File: config.mk
export PLATFORM = sky130hd
export DESIGN_NAME = gmd_fifo
export DESIGN_NICKNAME = d
export VERILOG_FILES = /design/src/gmd_fifo.sv
export SDC_FILE = /design/constraint.sdc
export NUM_CORES = 1
export LEC_CHECK = 0
export ABC_CLOCK_PERIOD_IN_PS = 2550
export BUFFER_PORTS_ARGS = -buffer_cell sky130_fd_sc_hd__buf_4
export CAP_MARGIN = 20
export CORE_ASPECT_RATIO = 0.75
export CORE_MARGIN = 4
export CORE_UTILIZATION = 40
export DETAILED_ROUTE_END_ITERATION = 12
export PLACE_DENSITY_LB_ADDON = 0.12
export RECOVER_POWER = 100
export REMOVE_ABC_BUFFERS = 1
export SLEW_MARGIN = 20
export SYNTH_ARGS = -nofsm -noshare
export SYNTH_HDL_FRONTEND = slang
export SYNTH_SLANG_ARGS = --single-unit
File: constraint.sdc
create_clock -name clk_i -period 2.55 [get_ports clk_i]
set_input_delay 0.51 -clock clk_i [delete_from_list [all_inputs] [get_ports clk_i]]
set_output_delay 0.51 -clock clk_i [all_outputs]
set_load 0.05 [all_outputs]
File: src/gmd_fifo.sv
module gmd_fifo #(
  parameter int Width = 8,
  parameter int Depth = 2
) (
  input  logic             clk_i,
  input  logic             rst_ni,
  input  logic             push_i,
  output logic             full_o,
  input  logic [Width-1:0] data_i,
  input  logic             pop_i,
  output logic             empty_o,
  output logic [Width-1:0] data_o
);

  localparam int PtrW = $clog2(Depth);
  localparam int CntW = $clog2(Depth + 1);

  logic [Width-1:0] mem_q [Depth];
  logic [PtrW-1:0]  wr_ptr_q, wr_ptr_d;
  logic [PtrW-1:0]  rd_ptr_q, rd_ptr_d;
  logic [CntW-1:0]  cnt_q, cnt_d;
  logic             do_push, do_pop;

  assign full_o  = (cnt_q == CntW'(Depth));
  assign empty_o = (cnt_q == '0);
  assign do_push = push_i && !full_o;
  assign do_pop  = pop_i && !empty_o;
  assign data_o  = mem_q[rd_ptr_q];

  // Pointer and fill count update with explicit wrap.
  always_comb begin
    wr_ptr_d = wr_ptr_q;
    rd_ptr_d = rd_ptr_q;
    cnt_d    = cnt_q;
    if (do_push) begin
      wr_ptr_d = (wr_ptr_q == PtrW'(Depth - 1)) ? '0 : wr_ptr_q + 1'b1;
    end
    if (do_pop) begin
      rd_ptr_d = (rd_ptr_q == PtrW'(Depth - 1)) ? '0 : rd_ptr_q + 1'b1;
    end
    if (do_push && !do_pop) begin
      cnt_d = cnt_q + 1'b1;
    end else if (do_pop && !do_push) begin
      cnt_d = cnt_q - 1'b1;
    end
  end

  always_ff @(posedge clk_i or negedge rst_ni) begin
    if (!rst_ni) begin
      wr_ptr_q <= '0;
      rd_ptr_q <= '0;
      cnt_q    <= '0;
    end else begin
      wr_ptr_q <= wr_ptr_d;
      rd_ptr_q <= rd_ptr_d;
      cnt_q    <= cnt_d;
    end
  end

  // Entry storage.
  always_ff @(posedge clk_i) begin
    if (do_push) begin
      mem_q[wr_ptr_q] <= data_i;
    end
  end

endmodule

==> After elaboration in Yosys (flattened, before gate mapping) <==
Memories as Yosys holds them, arrays and structs flattened.
Cells that the tools add are included.
{ "word_totals": {"register_bits": 4, "ram_bits": 16, "input_bits": 12, "out_inout_bits": 10, "elab_cells": 25, "mem_count": 1} }
{ "memory_table": {"columns": ["name", "depth", "word_bits", "read_ports", "rd_ports_with_merged_regs", "wr", "line_no", "text"], "rows": [
  ["mem_q", 2, 8, 1, 0, 1, "18", "logic [Width-1:0] mem_q [Depth];"]
]} }
{ "op_classes": {"n_addsub": 4, "eq_ne": 1, "muxes": 6, "reduce_logical": 10} }
{ "op_table": {"columns": ["operator", "count"], "rows": [
  ["$logic_and A1 B1 Y1", 4],
  ["$logic_not A1 Y1", 4],
  ["$mux W1", 4],
  ["$mux W2", 2],
  ["$add A1 B1 Y1 const B", 2],
  ["$add A2 B1 Y2 const B", 1],
  ["$eq A2 B2 Y1 const B", 1],
  ["$logic_not A2 Y1", 1],
  ["$reduce_bool A2 Y1", 1],
  ["$sub A2 B1 Y2 const B", 1]
]} }

==> Longest topological paths before layout <==
Gate-level depths: netlist (run 1).
{ "logic_depth": {"depth_word": 7, "depth_mapped": 7, "depth_no_buf": 7} }

==> Least setup slack after synthesis (run 1) <==
Ideal clock, no wire load.
{ "synth_path": {"kind": "register -> output", "startpoint": "register cnt_q[0]", "endpoint": "output empty_o", "arrival_ns": 1.067, "required_time_ns": 2.040, "slack_ns": 0.973, "stages_incl_launch_ff": 2, "n_path_buf": 0, "path_cell_list": "dfrtp_1 -> nor2_1"} }
{ "synth_between": {"elab_chain_cells": 1} }
{ "synth_rtl": {"columns": ["element", "line_no", "text"], "rows": [
  ["from (decl)", "21", "logic [CntW-1:0] cnt_q, cnt_d;"],
  ["from (signal assigned)", "56", "cnt_q <= cnt_d;"],
  ["$logic_not A2 Y1", "25", "assign empty_o = (cnt_q == '0);"],
  ["to (decl)", "11", "output logic empty_o,"]
]} }
Every way passes these cells.

==> Worst setup path in the final report (run 1) <==
{ "layout_path": {"startpoint": "register rd_ptr_q", "endpoint": "output data_o[6]"} }
{ "layout_between": {"elab_chain_cells": 1} }
{ "layout_rtl": {"columns": ["element", "line_no", "text"], "rows": [
  ["from (decl)", "20", "logic [PtrW-1:0] rd_ptr_q, rd_ptr_d;"],
  ["from (signal assigned)", "55", "rd_ptr_q <= rd_ptr_d;"],
  ["$mem_v2 Z2 W8", null, null],
  ["to (decl)", "12", "output logic [Width-1:0] data_o"]
]} }
Every way passes these cells.

==> impl_metrics.toml, run 1 <==
[outcome]
run_status = "complete, no violations"

[power_and_ir_drop]
power_frac_seq_pct = 43.8
total_switching_power_uw = 537
total_power_uw = 1200
power_density_nw_per_um2 = 1260
clkPwrFrac_pct = 11.3
comb_power_share_pct = 45.0
total_leakage_power_uw = 0.000367
internal_power_uw = 662
power.switching_fraction_pct = 44.8
irDropWorstVdd_v = 0.000622

[floorplanning]
rows = 13
die_y_um = 46.3
io_pins = 22
die_w_um = 59.1
floorplan.initialDensity_pct = 43.7
core-area_um2 = 1790
fp.dieArea_um2 = 2730

[timing]
slew_headroom_pct = 51.6
clock.fmax_ghz = 0.483
fin_skew_ps = 3.85
layout_worst_path_cycle_share_pct = 81.1
setup_total_negative_slack_ps = 0
worst_slew_pin_tran_ps = 723
unrepaired_setup_endpoints_after_global_routing = "no"
final_max_slew_viol_count = 0
finalHoldViolations = 0
period_needed_ps = 2070
setup_viol = 0

[synth]
synth_cells = 44
syn-mean-instance-area_um2 = 17.8
synth_cell_types = 15
ys_seq_elements = 20
synth_warnings = 0
mappedNetlistArea_um2 = 782
synth.yosys.seq_area_share_pct = 74.2

[route]
detailroute.via_count = 423
first_pass_iters = 3
ant_nets = 0
avgRoutedWirePerCell_um = 12.5
postRouteWirelength_um = 1120
post_detailed_route_drc_marker_count = 0
detailedRoute.firstIterationViolations = 5
vias_per_cell = 4.70

[worst_setup_path]
arrival_ps = 1560
setup.worst_path.class = "register to primary output"
slowest_delay_ps = 530
crit_path_start_kind = "register"
required_ps = 2040
ordered_list_of_cells_on_the_worst_path = "mux2_1 > clkbuf_1"
cp_slowest_cell = "dfrtp_1"
timing.critical_path.to_type = "primary output"
path_delay_family = "flip-flops"
cp_max_fo = 9
cp.buffers_inverters = 1

[cts]
total_clock_buffers_created_by_cts = 3
cts_max_level = 1
clk_path_buf_depth = 2
cts_tree = "built"
cts_root_buffer = "clkbuf_4"
clk_latency_ps = 280
postCtsSetupRepairBufs = 0
path_clk_slew_ps = 100
cts.sink_count = 20

[placement]
place.detailed.hpwl_um = 832
gp_routability_congestion = 0.802
io_buffer_count = 21

[cells_and_area]
ff_latch_area_um2 = 581
final.fill_count = 165
nets = 83
multi_input_area_um2 = 186
num_antenna_cells = 0
layout-area-overhead-vs-synth_pct = 21.6
final_layout_size_suffix_gt1_share_pct = 23.5

[grt]
largest_net_degree_at_the_start_of_global_routing = 11
first_pass_grt_wire_length_um = 1930
grt_antenna_before_repair = 0
grt_pass1_vias = 464
aggregate_global_routing_overflow = 0
grt_usage_pct = 10.3

[job]
drv_cap = 0

[min_path]
min_path_type = "input pin to register"
cells by family (layout without fill, tap and decap cells):
| group | count (synthesis) | after routing | share of synthesized area (%) |
|---|---|---|---|
| AND/OR/NAND/NOR | 6 | 6 | 3.84 |
| adder cells (fa/ha/maj) | 1 | 1 | 1.60 |
| AO/OA/AOI/OAI | 1 | 1 | 0.639 |
| buffers and inverters | 3 | 27 | 1.60 |
| XOR/XNOR | 5 | 5 | 6.56 |
| multiplexers | 8 | 8 | 11.5 |
| flip-flops | 20 | 20 | 74.2 |
flip-flops by register name (all words and copies together) (netlist names):
signal    flops
mem_q        16
cnt_q         2
rd_ptr_q      1
wr_ptr_q      1
what timing repair did:
item	4_1_cts	5_1_grt
gates resized for setup	0	0
hold buffers	1	0
hold endpoints to repair	4	0
power by group through the flow:
stage               logic (µW)  clock network [µW]  registers (µW)
CTS                        619                 141             529
floorplan                  457                   0             517
detailed placement         615                   0             536
global placement           610                   0             533
finish                     540                 135             525
global route               582                 156             543
path summary, 6_finish.rpt:
kind                                      start                     to  slack (ps)  cells past startpoint
max in group asynchronous                rst_ni   cnt_q[1]$_DFFE_PN0P_        1780                      2
hold / removal                        data_i[5]  mem_q[1][5]$_DFFE_PP_         420                      1
hold reg to reg            wr_ptr_q$_DFFE_PN0N_   wr_ptr_q$_DFFE_PN0N_         530                      1
setup reg to reg           cnt_q[0]$_DFFE_PN0P_  mem_q[0][1]$_DFFE_PP_         880                      3
setup / recovery           rd_ptr_q$_DFFE_PN0P_              data_o[6]         480                      2
min in group asynchronous                rst_ni   wr_ptr_q$_DFFE_PN0N_         580                      2
through the flow:
step                area (µm²)  hold WS, ps  utilization [%]  worst slack (ps)  std cells
global route               951          397             53.1               357         90
detailed placement         962          310             53.8               860         86
floorplan                  777          214                -               973         43
CTS                        995          392             55.6               565         90
finish                     951          424             53.1               481         90
global placement           962          311             53.8               900         86
cell type report:
cell class / count / area share, %
Timing Repair Buffer: 22 / 13.3
Tap cell: 22 / 2.89
Inverter: 2 / 0.789
Multi-Input combinational cell: 21 / 19.6
Sequential cell: 20 / 61.1
Clock buffer: 3 / 2.37
placed cells by master (no fill, tap or decap):
master,instances
nand2b_1,1
ha_1,1
mux2_2,2
nor2_1,3
dfrtp_1,4
xnor2_2,1
xnor2_1,2
clkbuf_1,11
clkbuf_4,11
buf_4,2
inv_1,2
o21ai_0,1
nand2_1,1
edfxtp_1,16
mux2_1,6
dlygate4sd3_1,1
and3_1,1
xor2_1,2
synth_stat cells:
cell,instances,area [µm²]
inv_1,2,7.51
xnor2_2,1,16.3
ha_1,1,12.5
buf_2,1,5.00
xor2_1,2,17.5
nor2_1,3,11.3
mux2_1,6,67.6
dfrtp_1,4,100
and3_1,1,6.26
nand2_2,1,6.26
xnor2_1,2,17.5
o21ai_1,1,5.00
mux2_2,2,22.5
edfxtp_1,16,480
nand2b_1,1,6.26
metal layers:
layer | GRT usage (%) | share of wire, %
met4 | 2.71 | 0
met5 | 0 | 0
met2 | 17.6 | 49
met1 | 11.0 | 43
met3 | 5.88 | 7.4
(Power assumes the default switching activity.)
==> run 2, diff against run 1 <==
ABC_AREA = 1   (was default)
ABC_CLOCK_PERIOD_IN_PS = 1800   (was 2550)
clock period = 1.8 ns   (was 2.55 ns; I/O delays follow)
==> impl_metrics.toml, run 2 <==
[cells_and_area]
flip_flop_count_of_the_largest_register_after_layout = 16
postLayoutCoreUtil_pct = 55.6
layout.cells.most_common = "nand2_1"
top_regs = "mem_q (16), cnt_q (2)"
layout_common_cells = "nand2_1 (33), clkbuf_4 (18), edfxtp_1 (16)"
layout-area-overhead-vs-synth_pct = 25.2
final_layout_size_suffix_gt1_share_pct = 25.5
num_antenna_cells = 0
register_containing_the_most_flip_flops_in_the_final_layout = "mem_q"
nets = 113

[floorplanning]
die_w_um = 59.9
floorplan.initialDensity_pct = 44.4
core-area_um2 = 1820
fp.dieArea_um2 = 2820
rows = 13
die_y_um = 47.0
io_pins = 22

[timing]
final_max_slew_viol_count = 0
period_needed_ps = 1660
timing.final.ws_setup_ps = 141
slew_headroom_pct = 67.2
setup_total_negative_slack_ps = 0
worst_slew_pin_tran_ps = 491
fin_skew_ps = 1.70
layout_worst_path_cycle_share_pct = 92.2
setup_viol = 0
clock.fmax_ghz = 0.603
unrepaired_setup_endpoints_after_global_routing = "no"
finalHoldViolations = 0
hold_slack_ps = 277

[worst_setup_path]
crit_path_start_kind = "register"
required_ps = 1440
timing.critical_path.to_type = "primary output"
setup.worst_path.class = "register to primary output"
cp_max_fo = 10
arrival_ps = 1300

[grt]
grt_antenna_before_repair = 0
largest_net_degree_at_the_start_of_global_routing = 11
aggregate_global_routing_overflow = 0
grt_usage_pct = 11.4
grt_pass1_vias = 516
first_pass_grt_wire_length_um = 2170

[placement]
gp_routability_congestion = 0.737
io_buffer_count = 21
dpl_worst_slack_ps = 379
place.detailed.hpwl_um = 1000

[power_and_ir_drop]
total_leakage_power_uw = 0.000471
internal_power_uw = 980
irDropWorstVdd_v = 0.000967
clkPwrFrac_pct = 10.2
comb_power_share_pct = 50.6
total_power_uw = 1860
power_frac_seq_pct = 39.2
power_density_nw_per_um2 = 1840
power.switching_fraction_pct = 47.4
total_switching_power_uw = 884

[synth]
synth_cell_types = 14
synth-edff-count = 16
synth_flop_cell = "edfxtp_1"
ys_seq_elements = 20
syn-mean-instance-area_um2 = 11.1
yosys-top-cells-area = "edfxtp_1 (59%), nand2_1 (15%), dfrtp_1 (12%), inv_1 (3.2%), ha_1 (1.5%)"
synth.yosys.seq_area_share_pct = 71.7
synth_common_cells = "nand2_1 (33), edfxtp_1 (16), inv_1 (7), dfrtp_1 (4)"
synth_cells = 73
synth_largest_area_cell = "edfxtp_1"
mappedNetlistArea_um2 = 810
synthArstFlopShare_pct = 20.0
netlist.area_leader.share_pct = 59.4
synth_most_common_cell = "nand2_1"
synth_warnings = 0

[cts]
path_clk_slew_ps = 90
cts_root_buffer = "clkbuf_4"
clk_latency_ps = 280
total_clock_buffers_created_by_cts = 3
clk_path_buf_depth = 2
postCtsSetupRepairBufs = 0
cts.sink_count = 20
cts_tree = "built"
cts_max_level = 1

[job]
drv_cap = 0

[route]
post_detailed_route_drc_marker_count = 0
postRouteWirelength_um = 1280
avgRoutedWirePerCell_um = 10.7
ant_nets = 0
detailroute.via_count = 546
detailedRoute.firstIterationViolations = 16
vias_per_cell = 4.55
first_pass_iters = 4

[outcome]
run_status = "complete, no violations"

[min_path]
min_path_type = "input pin to register"
-- run 2: changes by cell type after synthesis, sizes merged --
cell	change
xnor2	-2
nor2	+1
nand3b	+1
nand2b	-1
mux2	-8
inv	+6
and3	-1
nand3	+1
nand4	+1
nand2	+32
xor2	-2
o21ai	+1
-- run 2: metrics by stage --
step	instances	area, µm²
2_1_floorplan	72	805
3_3_place_gp	116	997
3_5_place_dp	116	997
4_1_cts	120	1030
5_1_grt	120	1010
6_report	120	1010
-- run 2: final cells by class --
type	instances	area [µm²]
fill	178	808
sequential	20	582
multi-input combinational	44	189
timing repair buffer	23	163
inverter	8	30.0
tap	22	27.5
clock buffer	3	22.5
-- run 2: layer usage --
| layer | up-vias | GRT usage, % | part of all wire [%] |
|---|---|---|---|
| li1 | 287 | - | - |
| met1 | 236 | 12.1 | 42 |
| met2 | 21 | 19.2 | 46 |
| met3 | 2 | 6.04 | 10 |
| met4 | 0 | 5.31 | 0.94 |
| met5 | - | 0 | 0 |
-- run 2: critical path, cell delays in order (launching register included) --
cell	delay, ps
dfrtp_2	500
inv_2	170
nand2_1	70
nand2_1	60
clkbuf_4	220
-- run 2: final timing paths --
path	from	end	slack, ps	depth (start not counted)
hold reg to reg	wr_ptr_q$_DFFE_PN0N_	wr_ptr_q$_DFFE_PN0N_	500	2
min in group asynchronous	rst_ni	cnt_q[0]$_DFFE_PN0P_	440	2
max in group asynchronous	rst_ni	rd_ptr_q$_DFFE_PN0P_	1150	2
setup / recovery	rd_ptr_q$_DFFE_PN0P_	data_o[6]	140	4
setup reg to reg	cnt_q[1]$_DFFE_PN0P_	mem_q[1][5]$_DFFE_PP_	310	4
hold / removal	data_i[6]	mem_q[0][6]$_DFFE_PP_	280	1
-- run 2: logic make-up after synthesis --
group                      Yosys count  synth area share [%]
buffers and inverters                9                  4.33
adders and majority gates            1                  1.55
and+or+nand+nor                     40                  20.1
DFF                                 20                  71.7
AOI/OAI and AO/OA                    2                  1.24
xor gates and xnor gates             1                  1.08
-- run 2: repair_timing --
action	4_1_cts	5_1_grt
hold buffers	1	0
setup endpoints to repair	0	8
resized for setup	0	1
endpoints found under the hold margin	4	0
-- run 2: power groups by stage --
stage                     clock network [µW]  logic (µW)  registers [µW]
final                                    189         943             732
after global routing                     223        1030             752
after CTS                                202         998             734
after detailed placement                   0         996             744
after global placement                     0         987             740
after floorplan                            0         714             719
